## config.mk

```make
export PLATFORM = sky130hd
export DESIGN_NAME = sequence_pattern_search_top_flat
export DESIGN_NICKNAME = d
export VERILOG_FILES = /design/src/sps_pkg.sv /design/src/sps_if.sv /design/src/sequence_pattern_search_top.sv /design/src/sps_cell.sv /design/src/sps_chain.sv /design/src/flat_wrapper.sv
export SDC_FILE = /design/constraint.sdc
export NUM_CORES = 1
export LEC_CHECK = 0
export BUFFER_PORTS_ARGS = -buffer_cell sky130_fd_sc_hd__buf_2
export CORE_ASPECT_RATIO = 1.2
export CORE_MARGIN = 2
export CORE_UTILIZATION = 35
export CTS_BUF_LIST = sky130_fd_sc_hd__clkbuf_16
export DETAILED_ROUTE_END_ITERATION = 7
export GPL_TIMING_DRIVEN = 0
export PLACE_DENSITY_LB_ADDON = 0.1
export SYNTH_ARGS = -nofsm -noshare
export SYNTH_HDL_FRONTEND = slang
export SYNTH_SLANG_ARGS = --single-unit
```

## constraint.sdc

```tcl
create_clock -name clk_i -period 3.9 [get_ports clk_i]
set_clock_uncertainty 0.05 [all_clocks]
set_input_delay 0.78 -clock clk_i [delete_from_list [all_inputs] [get_ports clk_i]]
set_output_delay 0.78 -clock clk_i [all_outputs]
set_load 0.01 [all_outputs]
```

## src/sps_pkg.sv

```systemverilog
`timescale 1ns / 1ps
// ----------------------------------------------------------------------------
// sps_pkg: shared types and constants of the sequence pattern search
// Capacity of the pattern, command codes and the control word that is
// broadcast along the chain of compare cells.
// ----------------------------------------------------------------------------
package sps_pkg;

  localparam int MaxPattern = 64;
  localparam int LenW       = $clog2(MaxPattern + 1);
  localparam int SymW       = 8;
  localparam int CmdW       = 2;
  localparam int CountW     = 7;

  typedef enum logic [CmdW-1:0] {
    CmdStart  = 2'd0,
    CmdAppend = 2'd1,
    CmdText   = 2'd2
  } sps_cmd_e;

  typedef struct packed {
    logic            start;
    logic            append;
    logic            text;
    logic [SymW-1:0] symbol;
  } sps_ctrl_t;

endpackage

```

## src/sps_if.sv

```systemverilog
`timescale 1ns / 1ps
// ----------------------------------------------------------------------------
// sps_if: channel interfaces of the sequence pattern search
// A valid/ready handshake with the input item and the result item payloads.
// ----------------------------------------------------------------------------
interface sps_in_if;
  logic                     valid;
  logic                     ready;
  logic [sps_pkg::CmdW-1:0] cmd;
  logic [sps_pkg::SymW-1:0] symbol;
  logic                     last;

  modport source (output valid, cmd, symbol, last, input ready);
  modport sink   (input valid, cmd, symbol, last, output ready);
endinterface

interface sps_out_if;
  logic                       valid;
  logic                       ready;
  logic                       match_here;
  logic                       found;
  logic                       pattern_overflow;
  logic                       done_res;
  logic [sps_pkg::CountW-1:0] pattern_count;

  modport source (output valid, match_here, found, pattern_overflow, done_res,
                  pattern_count, input ready);
  modport sink   (input valid, match_here, found, pattern_overflow, done_res,
                  pattern_count, output ready);
endinterface

```

## src/sequence_pattern_search_top.sv

```systemverilog
`timescale 1ns / 1ps
// ----------------------------------------------------------------------------
// sequence_pattern_search_top: exact pattern search over a symbol stream
// Loads a pattern symbol by symbol into a chain of compare cells and reports
// for every text symbol whether it completes an occurrence of the pattern.
// ----------------------------------------------------------------------------
//  Channel | Direction | Transaction payload
//  in_i    | sink      | cmd, symbol, last
//  out_o   | source    | match_here, found, pattern_overflow, done_res,
//          |           | pattern_count
//
// In each input transaction every cell compares its symbol in parallel, and
// the result is held in the output register the next cycle.
// A new transaction is taken whenever the output register is empty or drained
// in the same cycle, so one item per cycle is sustained while out_o is ready.
// Reset clears the pattern length, the flags and every cell's occupied bit.
// A stall on out_o holds the result and stops input after one item.
// ----------------------------------------------------------------------------
module sequence_pattern_search_top (
  input  logic       clk_i,
  input  logic       rst_ni,
  sps_in_if.sink     in_i,
  sps_out_if.source  out_o
);

  logic                        accept;
  sps_pkg::sps_ctrl_t          ctrl;
  logic                        is_append;
  logic                        hit;
  logic [sps_pkg::LenW-1:0]    len_q, len_d;
  logic                        found_q, found_d;
  logic                        ovf_q, ovf_d;
  logic                        out_valid_q;
  logic                        match_q;
  logic                        done_q;
  logic [sps_pkg::LenW+sps_pkg::CountW-1:0] len_wide;

  assign in_i.ready = !out_valid_q || out_o.ready;
  assign accept     = in_i.valid && in_i.ready;

  always_comb begin
    ctrl        = '0;
    is_append   = 1'b0;
    ctrl.symbol = in_i.symbol;
    case (sps_pkg::sps_cmd_e'(in_i.cmd))
      sps_pkg::CmdStart:  ctrl.start = accept;
      sps_pkg::CmdAppend: is_append  = accept;
      sps_pkg::CmdText:   ctrl.text  = accept;
      default: ;
    endcase
    // An append beyond capacity never reaches the cells.
    ctrl.append = is_append && (len_q < sps_pkg::LenW'(sps_pkg::MaxPattern));
  end

  always_comb begin
    len_d       = len_q;
    found_d     = found_q;
    ovf_d       = ovf_q;
    if (ctrl.start) begin
      len_d   = '0;
      found_d = 1'b0;
      ovf_d   = 1'b0;
    end else if (is_append) begin
      if (ctrl.append) begin
        len_d       = len_q + 1'b1;
      end else begin
        ovf_d = 1'b1;
      end
    end else if (hit) begin
      found_d = 1'b1;
    end
  end

  sps_chain u_chain (
    .clk_i (clk_i),
    .rst_ni(rst_ni),
    .ctrl_i(ctrl),
    .hit_o (hit)
  );

  always_ff @(posedge clk_i or negedge rst_ni) begin
    if (!rst_ni) begin
      len_q       <= '0;
      found_q     <= 1'b0;
      ovf_q       <= 1'b0;
      out_valid_q <= 1'b0;
    end else begin
      len_q   <= len_d;
      found_q <= found_d;
      ovf_q   <= ovf_d;
      if (accept) begin
        out_valid_q <= 1'b1;
      end else if (out_o.ready) begin
        out_valid_q <= 1'b0;
      end
    end
  end

  always_ff @(posedge clk_i) begin
    if (accept) begin
      match_q <= hit;
      done_q  <= ctrl.text && in_i.last;
    end
  end

  // The count fits the width of the result field and is reported in full.
  assign len_wide = {{sps_pkg::CountW{1'b0}}, len_q};

  assign out_o.valid            = out_valid_q;
  assign out_o.match_here       = match_q;
  assign out_o.found            = found_q;
  assign out_o.pattern_overflow = ovf_q;
  assign out_o.done_res         = done_q;
  assign out_o.pattern_count    = len_wide[sps_pkg::CountW-1:0];

endmodule

```

## src/sps_cell.sv

```systemverilog
`timescale 1ns / 1ps
// ----------------------------------------------------------------------------
// sps_cell: one pattern position of the compare chain
// Holds one pattern symbol, an occupied flag and the prefix match bit, and
// updates the bit from the bit of its left neighbour on each text symbol.
// ----------------------------------------------------------------------------
module sps_cell (
  input  logic               clk_i,
  input  logic               rst_ni,
  input  sps_pkg::sps_ctrl_t ctrl_i,
  input  logic               prev_bit_i,
  input  logic               prev_valid_i,
  input  logic               next_valid_i,
  output logic               bit_o,
  output logic               valid_o,
  output logic               hit_o
);

  logic                     valid_q, valid_d;
  logic                     bit_q, bit_d;
  logic [sps_pkg::SymW-1:0] sym_q;
  logic                     take;
  logic                     cmp_bit;

  // The first free cell is the one whose left neighbour is occupied.
  assign take    = ctrl_i.append && prev_valid_i && !valid_q;
  assign cmp_bit = prev_bit_i && (sym_q == ctrl_i.symbol);

  always_comb begin
    valid_d = valid_q;
    bit_d   = bit_q;
    if (ctrl_i.start) begin
      valid_d = 1'b0;
      bit_d   = 1'b0;
    end else if (take) begin
      valid_d = 1'b1;
      bit_d   = 1'b0;
    end else if (ctrl_i.text && valid_q) begin
      bit_d = cmp_bit;
    end
  end

  always_ff @(posedge clk_i or negedge rst_ni) begin
    if (!rst_ni) begin
      valid_q <= 1'b0;
      bit_q   <= 1'b0;
    end else begin
      valid_q <= valid_d;
      bit_q   <= bit_d;
    end
  end

  always_ff @(posedge clk_i) begin
    if (take) begin
      sym_q <= ctrl_i.symbol;
    end
  end

  // Only the highest occupied cell reports a complete occurrence.
  assign hit_o   = ctrl_i.text && valid_q && !next_valid_i && cmp_bit;
  assign bit_o   = bit_q;
  assign valid_o = valid_q;

endmodule

```

## src/sps_chain.sv

```systemverilog
`timescale 1ns / 1ps
// ----------------------------------------------------------------------------
// sps_chain: row of compare cells
// Links the cells to their neighbours and gathers the match of the highest
// occupied cell.
// ----------------------------------------------------------------------------
module sps_chain (
  input  logic               clk_i,
  input  logic               rst_ni,
  input  sps_pkg::sps_ctrl_t ctrl_i,
  output logic               hit_o
);

  localparam int N = sps_pkg::MaxPattern;

  logic [N-1:0] bit_vec;
  logic [N-1:0] valid_vec;
  logic [N-1:0] hit_vec;
  logic [N:0]   prev_bit;
  logic [N:0]   prev_valid;
  logic [N:0]   next_valid;

  // Position zero always has an empty, matching prefix to its left.
  assign prev_bit   = {bit_vec, 1'b1};
  assign prev_valid = {valid_vec, 1'b1};
  assign next_valid = {1'b0, valid_vec};

  for (genvar k = 0; k < N; k++) begin : g_cell
    sps_cell u_cell (
      .clk_i       (clk_i),
      .rst_ni      (rst_ni),
      .ctrl_i      (ctrl_i),
      .prev_bit_i  (prev_bit[k]),
      .prev_valid_i(prev_valid[k]),
      .next_valid_i(next_valid[k+1]),
      .bit_o       (bit_vec[k]),
      .valid_o     (valid_vec[k]),
      .hit_o       (hit_vec[k])
    );
  end

  assign hit_o = |hit_vec;

endmodule
```

## src/flat_wrapper.sv

```systemverilog
// flat-port wrapper written by rule: the top's interface ports become plain ports
module sequence_pattern_search_top_flat 
  (clk_i, rst_ni, in_i_valid, in_i_cmd, in_i_symbol, in_i_last, in_i_ready, out_o_valid, out_o_match_here, out_o_found, out_o_pattern_overflow, out_o_done_res, out_o_pattern_count, out_o_ready);
  sps_in_if in_i_i ();
  sps_out_if out_o_i ();
  input  logic clk_i;
  input  logic rst_ni;
  input wire logic [$bits(in_i_i.valid)-1:0] in_i_valid;
  input wire logic [$bits(in_i_i.cmd)-1:0] in_i_cmd;
  input wire logic [$bits(in_i_i.symbol)-1:0] in_i_symbol;
  input wire logic [$bits(in_i_i.last)-1:0] in_i_last;
  output wire logic [$bits(in_i_i.ready)-1:0] in_i_ready;
  output wire logic [$bits(out_o_i.valid)-1:0] out_o_valid;
  output wire logic [$bits(out_o_i.match_here)-1:0] out_o_match_here;
  output wire logic [$bits(out_o_i.found)-1:0] out_o_found;
  output wire logic [$bits(out_o_i.pattern_overflow)-1:0] out_o_pattern_overflow;
  output wire logic [$bits(out_o_i.done_res)-1:0] out_o_done_res;
  output wire logic [$bits(out_o_i.pattern_count)-1:0] out_o_pattern_count;
  input wire logic [$bits(out_o_i.ready)-1:0] out_o_ready;
  assign in_i_i.valid = in_i_valid;
  assign in_i_i.cmd = in_i_cmd;
  assign in_i_i.symbol = in_i_symbol;
  assign in_i_i.last = in_i_last;
  assign in_i_ready = in_i_i.ready;
  assign out_o_valid = out_o_i.valid;
  assign out_o_match_here = out_o_i.match_here;
  assign out_o_found = out_o_i.found;
  assign out_o_pattern_overflow = out_o_i.pattern_overflow;
  assign out_o_done_res = out_o_i.done_res;
  assign out_o_pattern_count = out_o_i.pattern_count;
  assign out_o_i.ready = out_o_ready;
  sequence_pattern_search_top u_core (.clk_i(clk_i), .rst_ni(rst_ni), .in_i(in_i_i), .out_o(out_o_i));
endmodule
```

======== Word level (Yosys, flattened, before mapping) ========
Index checks and enable logic that the tools add are counted.
storage, ports and cells
  logic and storage cells ................. 1184
  register bits ........................... 651
  output and inout port bits .............. 13
cells by class
  reductions and logical operators ........ 586
  equality and inequality tests ........... 68
  add/subtract/negate cells ............... 1
  muxes and demuxes ....................... 331
  magnitude comparators ................... 1
operators with widths
  kind                                                              number
  8-bit == test                                                     64
  1-bit logical AND                                                 384
  1-bit 2-to-1 mux                                                  328
  3-bit nonzero test                                                63
  2-bit nonzero test                                                68
  1-bit zero test                                                   65
  64-bit OR reduction                                               1
  7-bit 2-to-1 mux                                                  3
  7-bit by 1-bit adder with 7-bit output (second input constant)    1
  7-bit < comparator (second input constant)                        1
  2-bit AND reduction                                               3
  2-bit by 1-bit != test with 1-bit output (second input constant)  2
  2-bit by 1-bit == test with 1-bit output (second input constant)  1
  2-bit == test (second input constant)                             1
  2-bit zero test                                                   1
  1-bit logical OR                                                  1

======== Depth between registers and ports, before layout ========
Gate-level depths: netlist of run 1.
  depth after elaboration ................. 11
  mapped depth ............................ 11
  depth with buffers taken out ............ 8

======== Hierarchy ========
A second synthesis of run 1 with hierarchy kept.
unflattened totals
  cells, all modules ...................... 1996
  area, all modules ....................... 28229.6 µm²
modules (own cells, without submodules)
  module                       times used  cells an instance  seq. area each (µm²)  area an instance (µm²)
  sps_cell                     64          30                 290.3                 429.2
  sequence_pattern_search_top  1           53                 310.3                 616.8
  sps_chain                    1           23                 0.0                   146.4

======== Worst setup path before layout of run 1 ========
No wires, ideal clock.
  kind .................................... input -> register
  start ................................... in out_o_ready
  end ..................................... reg u_core.u_chain.g_cell[63].u_cell.sym_q[0] (netlist name) (enable)
  arrival time ............................ 2.409 ns
  buffers on the path ..................... 2
  slack ................................... 1.071 ns
  stages .................................. 8
  cells stage by stage .................... nor2b_4 > inv_1 > nand2_1 > nor4b_2 > clkbuf_1 > buf_2 > nand2_1 > nor2_1
between the ends
  cells in the longest elaborated chain, start to end .. 6
ends and longest elaborated chain
  item                                             line                               text
  start: declaration                               flat_wrapper.sv:19                 input wire logic [$bits(out_o_i.ready)-1:0] out_o_ready;
  1-bit logical OR                                 sequence_pattern_search_top.sv:38  assign in_i.ready = !out_valid_q || out_o.ready;
  named net in_i_ready                             flat_wrapper.sv:12                 output wire logic [$bits(in_i_i.ready)-1:0] in_i_ready;
  1-bit logical AND                                sequence_pattern_search_top.sv:39  assign accept = in_i.valid && in_i.ready;
  1-bit 2-to-1 mux                                 sequence_pattern_search_top.sv:45  case (sps_pkg::sps_cmd_e'(in_i.cmd))
  1-bit logical AND                                sequence_pattern_search_top.sv:52  ctrl.append = is_append && (len_q < sps_pkg::LenW'(sps_pkg::MaxPattern));
  1-bit logical AND (2 in a row)                   sps_cell.sv:26                     assign take = ctrl_i.append && prev_valid_i && !valid_q;
  named net u_core.u_chain.g_cell[63].u_cell.take  sps_cell.sv:22                     logic take;
  end signal: assignment                           sps_cell.sv:55                     sym_q <= ctrl_i.symbol;
  end: declaration                                 sps_cell.sv:21                     logic [sps_pkg::SymW-1:0] sym_q;
The timed path passes the listed nets, and every way through them passes these cells.
A chain may end at the register's enable or synchronous reset.

======== Worst setup path in the final report of run 1 ========
  start ................................... in in_i_symbol[4]
  end ..................................... reg u_core.match_q, in the netlist u_core.out_o.match_here, data pin
between the ends
  cells in the longest elaborated chain, start to end .. 4
ends and longest elaborated chain
  item                    line                                text
  start: declaration      flat_wrapper.sv:10                  input wire logic [$bits(in_i_i.symbol)-1:0] in_i_symbol;
  8-bit == test           sps_cell.sv:27                      assign cmp_bit = prev_bit_i && (sym_q == ctrl_i.symbol);
  1-bit logical AND       sps_cell.sv:27
  1-bit logical AND       sps_cell.sv:60                      assign hit_o = ctrl_i.text && valid_q && !next_valid_i && cmp_bit;
  64-bit OR reduction *   sps_chain.sv:42                     assign hit_o = |hit_vec;
  named net u_core.hit    sequence_pattern_search_top.sv:29   logic hit;
  end signal: assignment  sequence_pattern_search_top.sv:101  match_q <= hit;
  end: declaration        sequence_pattern_search_top.sv:34   logic match_q;
Mark *: on every way through the listed nets, which the timed path passes. The rest lies on a longest branch.

==> PnR_summary.wiki, run 1 <==
{| class="wikitable"
! Metric !! Value
|-
| Number of endpoints with negative hold slack in the final report || 0
|-
| Fraction of layout instances using a drive strength above 1 || 11.3%
|-
| FILL cells || 7885
|-
| Worst-path maximum fanout || 44
|-
| Synthesis-stage register bit count || between 600 and 700
|-
| Initial antenna violation count || 2
|-
| Maximum resistive drop on vdd || 0.378 mV
|-
| Clock buffer depth || 3
|-
| Placed standard-cell area || 31000 um2
|-
| Post-Place Setup Slack || -0.969 ns
|-
| Global-route wire length before repair || 149 mm
|-
| Detailed-routing iteration count for the pre-antenna-repair pass || 5
|-
| Start point of the critical path || in_i_symbol[4]
|-
| Routed wire length per instance || just over 30 um
|-
| Die width || 268 um
|-
| Core region area || 83000 um2
|-
| Async set or reset register ratio after synthesis || 21.0%
|-
| Unrepaired setup endpoints after global routing || no
|-
| Startpoint of the most critical register-to-register path || u_core.out_o.valid
|-
| Pwr dens || 477 nW/um2
|-
| Cells after Synth || 2176
|-
| Number of core rows || 116
|-
| Number of buffers added by the clock tree synthesis step || 70
|-
| Data arrival time of the critical path || approximately 4.1 ns
|-
| Worst Max-Slew Pin Slew || 1.34 ns
|-
| Post-route DRC violation count || 0
|-
| Leakage power summed over all cells || between 10 and 15 nW
|-
| Synth Flop Type || sky130_fd_sc_hd__edfxtp_1
|-
| Critical Path Start Type || input port
|-
| Area share of the largest cell type after synthesis || 52.9%
|-
| Max-cap violations || 0
|-
| Layout Cells excl Fill || around 3500
|-
| Vias per cell || 5.42
|-
| EDFF count, synth || just over 500
|-
| Multi-input gate area in the final layout || 9520 um2
|-
| H-Tree Depth || 3
|-
| Relative area change from synthesis to final layout || 14.1%
|-
| Sequential element share of the synthesized area || 64.7%
|-
| Post-synthesis net count || between 2000 and 2500
|-
| Cell area after layout || roughly 33000 um2
|-
| Post-layout minimum cycle time || 3.86 ns
|-
| Maximum clock rate || 259 MHz
|-
| Max-slew violation total from the final report || 0
|-
| Worst setup path category || in2reg
|-
| Number of global-route vias before repair || roughly 18000
|-
| Post-layout nets || 2300
|-
| Final setup vio count || 0
|-
| Clock transition time at the flip-flop clock pins of the worst setup and hold paths || roughly 0.060 ns
|-
| Crit-path slowest cell || sky130_fd_sc_hd__a32oi_1
|-
| Via count of the routed design || 18700
|-
| Post-detailed-placement half-perimeter wirelength || between 70 and 80 mm
|-
| Gate family responsible for the most delay along the worst path || buffers and inverters
|-
| Global router's overall resource usage || 25.3%
|-
| Full die area || 85700 um2
|-
| Crit path buf inv count || 5
|-
| Biggest area consumer among synthesized cells || sky130_fd_sc_hd__edfxtp_1
|-
| Clock network latency to the later pin of the worst-skew pair || 0.62 ns
|-
| Most common cell after layout, fill and taps aside || sky130_fd_sc_hd__edfxtp_1
|-
| Fin crit share || 98.9%
|-
| Most frequent cells in the layout || 514 x sky130_fd_sc_hd__edfxtp_1, 334 x sky130_fd_sc_hd__xnor2_1, 177 x sky130_fd_sc_hd__xor2_1
|-
| Leading post-synthesis cells by cell area || sky130_fd_sc_hd__edfxtp_1 53%, sky130_fd_sc_hd__dfrtp_1 12%, sky130_fd_sc_hd__xnor2_1 10%, sky130_fd_sc_hd__xor2_1 5.3%, sky130_fd_sc_hd__nand2_1 2.2%
|-
| DRT Wirelength || about 110 mm
|-
| Depth of the worst register-to-register path || 10
|-
| Number of routed nets with antenna violations || 0
|-
| Critical path, cell by cell || buf_4 > buf_16 > buf_6 > buf_4 > buf_6 > xnor2_1 > nand4_1 > nor4_1 > a32oi_1 > nand4_1 > nor4_4 > nand3_1
|-
| Clock tree root buffer cell || sky130_fd_sc_hd__clkbuf_16
|-
| Boundary Pins || 28
|-
| Initial drt markers || 1781
|-
| Min setup slack post-route || 0.0448 ns
|-
| Max stage delay on crit path || just over 0.4 ns
|-
| Run status || completed
|-
| Post-synth design cell area || 29200 um2
|-
| Pin count of the biggest net entering global routing || between 80 and 90
|-
| Initial standard-cell utilization of the core || 35.1%
|-
| R2r setup slk || 0.10 ns
|-
| Clock tree from TritonCTS || built
|-
| Synthesized area per cell || roughly 13 um2
|-
| PortBufs || 27
|-
| Die boundary height || 320 um
|-
| Required time at the worst-slack endpoint || 4.17 ns
|-
| Reg-to-reg critical path endpoint || u_core.out_o.match_here
|-
| Sum of overflow across all layers after global routing || 0
|-
| CP endpoint kind || flop
|-
| Number of cells after detailed placement || 3333
|-
| Setup TNS Final || 0 ns
|-
| Routability Congestion || 0.872
|-
| Slew margin rel. || 10.5%
|-
| Number of unique standard cell types used by synthesis || 64
|-
| Total number of clock tree sinks || 651
|-
| Count of warnings emitted by yosys || 0
|-
| Path class of the lowest-slack min-delay path || in2async
|-
| Area of all sequential standard cells || between 15000 and 20000 um2
|-
| Utilization of the core after routing || 40.1%
|}
-- state kept, by name (all words and copies together), names as in the netlist --
register / cells
u_core.out_o.valid: 1
u_core.out_o.done_res: 1
u_core.out_o.pattern_overflow: 1
u_core.u_chain.g_cell.u_cell.valid_o: 64
u_core.u_chain.g_cell.u_cell.sym_q: 512
u_core.out_o.pattern_count: 7
u_core.out_o.match_here: 1
u_core.out_o.found: 1
u_core.u_chain.g_cell.u_cell.bit_o: 63
-- where the power goes --
part           switching [mW]  internal (mW)
sequential              0.310           7.70
clock                    2.82           3.69
combinational           0.914          0.455
total                    4.04           11.8
-- how the worst max path moves through the flow --
stage / to / depth (start not counted)
detailed placement: u_core.out_o.match_here / 11
CTS: u_core.out_o.match_here / 12
finish: u_core.out_o.match_here / 12
global route: u_core.out_o.match_here / 12
floorplan: u_core.u_chain.g_cell[63].u_cell.sym_q[0] / 8
global placement: u_core.out_o.match_here / 11
-- metal layers --
layer	vias to the layer above	GRT usage [%]	share of wire (%)
met3	182	2.95	5.3
met2	710	43.0	49
li1	8038	-	-
met1	9805	32.7	41
met5	-	0	0
met4	0	10.6	4.3
-- worst register-to-register path: stages (launching register included) --
cell                      delay, ns
sky130_fd_sc_hd__dfrtp_1       0.36
sky130_fd_sc_hd__nor2b_4       0.26
sky130_fd_sc_hd__inv_1         0.21
sky130_fd_sc_hd__nand3_2       0.27
sky130_fd_sc_hd__buf_2         0.43
sky130_fd_sc_hd__buf_2         0.49
sky130_fd_sc_hd__nor4_1        0.20
sky130_fd_sc_hd__a32oi_1       0.41
sky130_fd_sc_hd__nand4_1       0.29
sky130_fd_sc_hd__nor4_4        0.32
sky130_fd_sc_hd__nand3_1       0.20
-- synthesized netlist by cell type, types with 10 or more instances --
cell / n
sky130_fd_sc_hd__a21oi_1: 125
sky130_fd_sc_hd__nor4_1: 62
sky130_fd_sc_hd__nor2_1: 145
sky130_fd_sc_hd__clkbuf_1: 26
sky130_fd_sc_hd__nand4_1: 67
sky130_fd_sc_hd__buf_4: 18
sky130_fd_sc_hd__dfrtp_1: 137
sky130_fd_sc_hd__buf_6: 27
sky130_fd_sc_hd__inv_1: 15
sky130_fd_sc_hd__nor3_1: 37
sky130_fd_sc_hd__xnor2_1: 334
sky130_fd_sc_hd__nand3b_1: 47
sky130_fd_sc_hd__nand2_1: 169
sky130_fd_sc_hd__nand3_1: 60
sky130_fd_sc_hd__and2_1: 19
sky130_fd_sc_hd__o21ai_0: 27
sky130_fd_sc_hd__xor2_1: 177
sky130_fd_sc_hd__nand2b_1: 13
sky130_fd_sc_hd__nor4b_1: 10
sky130_fd_sc_hd__edfxtp_1: 514
sky130_fd_sc_hd__nor2b_1: 10
sky130_fd_sc_hd__buf_2: 17
-- repair_timing --
| item | in CTS | in global routing |
|---|---|---|
| endpoints found under the setup margin | 82 | 214 |
| cloned | 0 | 0 |
| buffers inserted | 0 | 0 |
| hold buffers | 0 | 0 |
| gates resized for setup | 19 | 23 |
-- cell type report --
class | instances | area share [%]
flip-flops and latches | 651 | 56.7
multi-input cells | 1407 | 28.6
clock buffers | 71 | 5.34
well taps | 1121 | 4.21
plain buffers | 103 | 2.66
repair buffers | 36 | 1.23
clock inverters | 53 | 1.14
inverters | 15 | 0.169
diodes | 1 | 0.00752
-- cell families after synthesis --
| logic type | synth area share [%] |
|---|---|
| simple gates | 12.0 |
| flops | 64.7 |
| xor+xnor | 15.6 |
| compound gates | 4.18 |
| buf+inv | 3.21 |
| mux | 0.300 |
| fa+ha+maj | 0.0429 |
-- stage by stage --
step                power, mW  hold WS (ns)
floorplan                8.76         0.434
global placement         9.45         0.437
detailed placement       9.50         0.432
CTS                      16.0        0.0814
global route             16.4         0.121
finish                   15.9        0.0891
No activity file was read; power rests on OpenSTA's default activity.
==> run 2: changes to the inputs <==
--- a/config.mk
+++ b/config.mk
@@ -5,6 +5,7 @@
 export SDC_FILE = /design/constraint.sdc
 export NUM_CORES = 1
 export LEC_CHECK = 0
+export ABC_AREA = 1
 export BUFFER_PORTS_ARGS = -buffer_cell sky130_fd_sc_hd__buf_2
 export CORE_ASPECT_RATIO = 1.2
 export CORE_MARGIN = 2
@@ -13,6 +14,7 @@
 export DETAILED_ROUTE_END_ITERATION = 7
 export GPL_TIMING_DRIVEN = 0
 export PLACE_DENSITY_LB_ADDON = 0.1
+export SLEW_MARGIN = 10
 export SYNTH_ARGS = -nofsm -noshare
 export SYNTH_HDL_FRONTEND = slang
 export SYNTH_SLANG_ARGS = --single-unit
==> run 2 against run 1 <==
  * Via count is 32% higher
  * Final cell count up 32%
  * Global-route usage up 4.6 points
  * Power is 7.2% higher
  * Sequential share of layout area fell by 3.0 points
  * Critical path depth rose by 3
  * First-iteration DRC count increased by 64%
  * Combinational power increased by 45%
  * Maximum frequency up 2.6%
  * Die area rose by 6.4%
==> PnR_summary.wiki, run 2 <==
{| class="wikitable"
! Metric !! Value
|-
| Cell area after layout || 35100 um2
|-
| Post-synth design cell area || about 31000 um2
|-
| Routed wire length per instance || 29.6 um
|-
| Unrepaired setup endpoints after global routing || no
|-
| Required time at the worst-slack endpoint || 4.22 ns
|-
| Max-cap violations || 0
|-
| Clock buffer depth || 3
|-
| EDFF count, synth || 514
|-
| Number of buffers added by the clock tree synthesis step || just over 70
|-
| Core region area || around 90000 um2
|-
| Post-synthesis net count || between 3000 and 4000
|-
| Leading post-synthesis cells by cell area || sky130_fd_sc_hd__edfxtp_1 50%, sky130_fd_sc_hd__dfrtp_1 11%, sky130_fd_sc_hd__nand2_1 11%, sky130_fd_sc_hd__inv_1 4.7%, sky130_fd_sc_hd__nor2_1 4.2%
|-
| Most frequent cells in the layout || 905 x sky130_fd_sc_hd__nand2_1, 514 x sky130_fd_sc_hd__edfxtp_1, 406 x sky130_fd_sc_hd__inv_1
|-
| Fin crit share || 96.3%
|-
| Via count of the routed design || ~25000
|-
| Sum of overflow across all layers after global routing || 0
|-
| Pwr dens || around 480 nW/um2
|-
| Register containing the most flip-flops in the final layout || u_core.u_chain.g_cell.u_cell.sym_q
|-
| Startpoint of the most critical register-to-register path || u_core.out_o.valid
|-
| Number of cells after detailed placement || 4443
|-
| Clock transition time at the flip-flop clock pins of the worst setup and hold paths || 0.06 ns
|-
| Number of unique standard cell types used by synthesis || 36
|-
| Run status || completed
|-
| Worst path depth || 15
|-
| Number of global-route vias before repair || 23400
|-
| Depth of the worst register-to-register path || 6
|-
| Utilization of the core after routing || 40.0%
|-
| Critical Path Start Type || input port
|-
| Worst setup path category || in2reg
|-
| Post-detailed-placement half-perimeter wirelength || 90.5 mm
|-
| Synthesis-stage register bit count || 651
|-
| Die width || roughly 280 um
|-
| Count of warnings emitted by yosys || 0
|-
| Synth Flop Type || sky130_fd_sc_hd__edfxtp_1
|-
| PortBufs || 27
|-
| Data arrival time of the critical path || a little over 4 ns
|-
| Reg-to-reg critical path endpoint || u_core.u_chain.g_cell[42].u_cell.sym_q[4]
|-
| Most common cell after layout, fill and taps aside || sky130_fd_sc_hd__nand2_1
|-
| Crit path buf inv count || 5
|-
| Synthesized area per cell || 9.53 um2
|-
| Number of endpoints with negative hold slack in the final report || 0
|-
| Clock network latency to the later pin of the worst-skew pair || approximately 0.64 ns
|-
| Number of core rows || between 100 and 150
|-
| Initial drt markers || ~2900
|-
| Detailed-routing iteration count for the pre-antenna-repair pass || 5
|-
| Path class of the lowest-slack min-delay path || in2async
|-
| Sum of internal, switching and leakage power || 17.0 mW
|-
| Boundary Pins || 28
|-
| Post-cts sizing count || 0
|-
| Full die area || 91200 um2
|-
| Post-layout minimum cycle time || 3.76 ns
|-
| Clock tree from TritonCTS || built
|-
| Worst-path maximum fanout || 40
|-
| Area of all sequential standard cells || 18900 um2
|-
| Crit-path slowest cell || sky130_fd_sc_hd__clkbuf_1
|-
| Fraction of layout instances using a drive strength above 1 || 10.2%
|-
| Initial antenna violation count || 14
|-
| Hold buffers post-CTS || 0
|-
| Crit-path most repeated cell || sky130_fd_sc_hd__nand2_1
|-
| Relative area change from synthesis to final layout || 13.2%
|-
| Critical path, cell by cell || buf_4 > buf_16 > inv_2 > clkbuf_1 > nand2_1 > nand4_1 > nor2_1 > nand3_1 > nand2_1 > inv_1 > nand2_1 > nor2_1 > nand2_1 > nor2_1 > nand2_1
|-
| Start point of the critical path || in_i_symbol[6]
|-
| Cells after Synth || 3258
|-
| Placed standard-cell area || 32900 um2
|-
| Leakage power summed over all cells || between 10 and 15 nW
|-
| Maximum clock rate || 266 MHz
|-
| Post-route DRC violation count || 0
|-
| Layout Cells excl Fill || 4579
|-
| DRT Wirelength || 136 mm
|-
| Worst Max-Slew Pin Slew || 1.24 ns
|-
| Global-route wire length before repair || 185 mm
|-
| Gate family responsible for the most delay along the worst path || buffers and inverters
|-
| Leading cell type by number of instances after synthesis || sky130_fd_sc_hd__nand2_1
|-
| R2r setup slk || around 0.48 ns
|-
| Pin count of the biggest net entering global routing || 87
|-
| Slew margin rel. || 16.8%
|-
| Area share of the largest cell type after synthesis || 49.7%
|-
| Async set or reset register ratio after synthesis || 21.0%
|-
| Sequential element share of the synthesized area || a little over 60%
|-
| FILL cells || 8734
|-
| Max stage delay on crit path || 0.89 ns
|-
| Die boundary height || about 330 um
|-
| Global router's overall resource usage || 29.9%
|-
| Total number of clock tree sinks || 651
|-
| Initial standard-cell utilization of the core || 35.4%
|-
| Biggest area consumer among synthesized cells || sky130_fd_sc_hd__edfxtp_1
|-
| Endpoint of the worst setup timing path || u_core.out_o.match_here
|-
| Post-layout nets || 3383
|-
| Max-slew violation total from the final report || 0
|-
| Max reg flops || 512
|-
| Vias per cell || ~5.4
|-
| Most numerous cell types in the synthesized netlist || 905 x sky130_fd_sc_hd__nand2_1, 514 x sky130_fd_sc_hd__edfxtp_1, 390 x sky130_fd_sc_hd__inv_1, 346 x sky130_fd_sc_hd__nor2_1, 173 x sky130_fd_sc_hd__nand3_1
|-
| Clock tree root buffer cell || sky130_fd_sc_hd__clkbuf_16
|-
| Multi-input gate area in the final layout || about 10000 um2
|-
| Post-CTS Setup Inserts || 0
|-
| Routability Congestion || 0.945
|-
| CP endpoint kind || flop
|-
| Final setup vio count || 0
|-
| Maximum resistive drop on vdd || 0.364 mV
|-
| H-Tree Depth || 3
|-
| Number of routed nets with antenna violations || 0
|}
-- run 2: changes by cell type after synthesis, moves of 39 or more --
cell and delta:
sky130_fd_sc_hd__nand3b_1 -39, sky130_fd_sc_hd__xnor2_1 -291, sky130_fd_sc_hd__xor2_1 -91, sky130_fd_sc_hd__nor2_1 +201, sky130_fd_sc_hd__o21ai_0 +79, sky130_fd_sc_hd__o21bai_1 +42
sky130_fd_sc_hd__buf_2 +82, sky130_fd_sc_hd__inv_1 +375, sky130_fd_sc_hd__nor3_2 +41, sky130_fd_sc_hd__nand2_1 +736, sky130_fd_sc_hd__nand4_1 -57, sky130_fd_sc_hd__nand3_1 +113
-- run 2: layout make-up --
class | instances | share of cell area [%]
Buffer | 129 | 2.03
Timing Repair Buffer | 36 | 1.17
Tap cell | 1149 | 4.09
Multi-Input combinational cell | 2077 | 28.5
Inverter | 401 | 4.29
Clock inverter | 56 | 0.854
Sequential cell | 651 | 53.7
Antenna cell | 5 | 0.0356
Clock buffer | 75 | 5.34
-- run 2: where the power goes --
group / switching, mW / leakage [nW] / internal [mW] / total (mW)
Clock: 2.91 / 1.12 / 3.60 / 6.51
Sequential: 0.570 / 6.44 / 7.97 / 8.54
Combinational: 1.47 / 7.25 / 0.524 / 1.99
Total: 4.94 / 14.8 / 12.1 / 17.0
-- run 2: through the flow --
step,setup TNS [ns],hold slack [ns],setup WS [ns]
2_1_floorplan,0,0.434,1.27
3_3_place_gp,-100.12,0.423,-1.86
3_5_place_dp,-1.16,0.430,-0.515
4_1_cts,0,0.0172,0.144
5_1_grt,0,0.0460,0.0516
6_report,0,0.0190,0.143
-- run 2: how the worst min path moves through the flow --
stage / endpoint / depth (start not counted)
global placement: u_core.out_o.pattern_overflow / 2
floorplan: u_core.out_o.found / 0
CTS: u_core.out_o.pattern_overflow / 1
global route: u_core.out_o.pattern_overflow / 1
detailed placement: u_core.out_o.pattern_overflow / 2
finish: u_core.out_o.pattern_overflow / 1
-- run 2: kinds of logic (layout without fill, tap and decap cells) --
kind of cell / after synthesis / in the layout / share of synthesized area [%]
flops: 651 / 651 / 60.7
simple gates: 1606 / 1606 / 22.0
xor+xnor: 129 / 129 / 3.64
other cells: 0 / 5 / 0
buf+inv: 530 / 697 / 7.13
compound gates: 341 / 341 / 6.49
fa+ha+maj: 1 / 1 / 0.0403
-- run 2: routing by layer --
| layer | global-route usage [%] | part of all wire, % | vias to the layer above |
|---|---|---|---|
| met5 | 0 | 0.027 | - |
| met4 | 17.3 | 6.2 | 6 |
| met3 | 4.78 | 7.6 | 319 |
| met2 | 49.2 | 47 | 1200 |
| met1 | 37.3 | 39 | 12300 |
| li1 | - | - | 10900 |
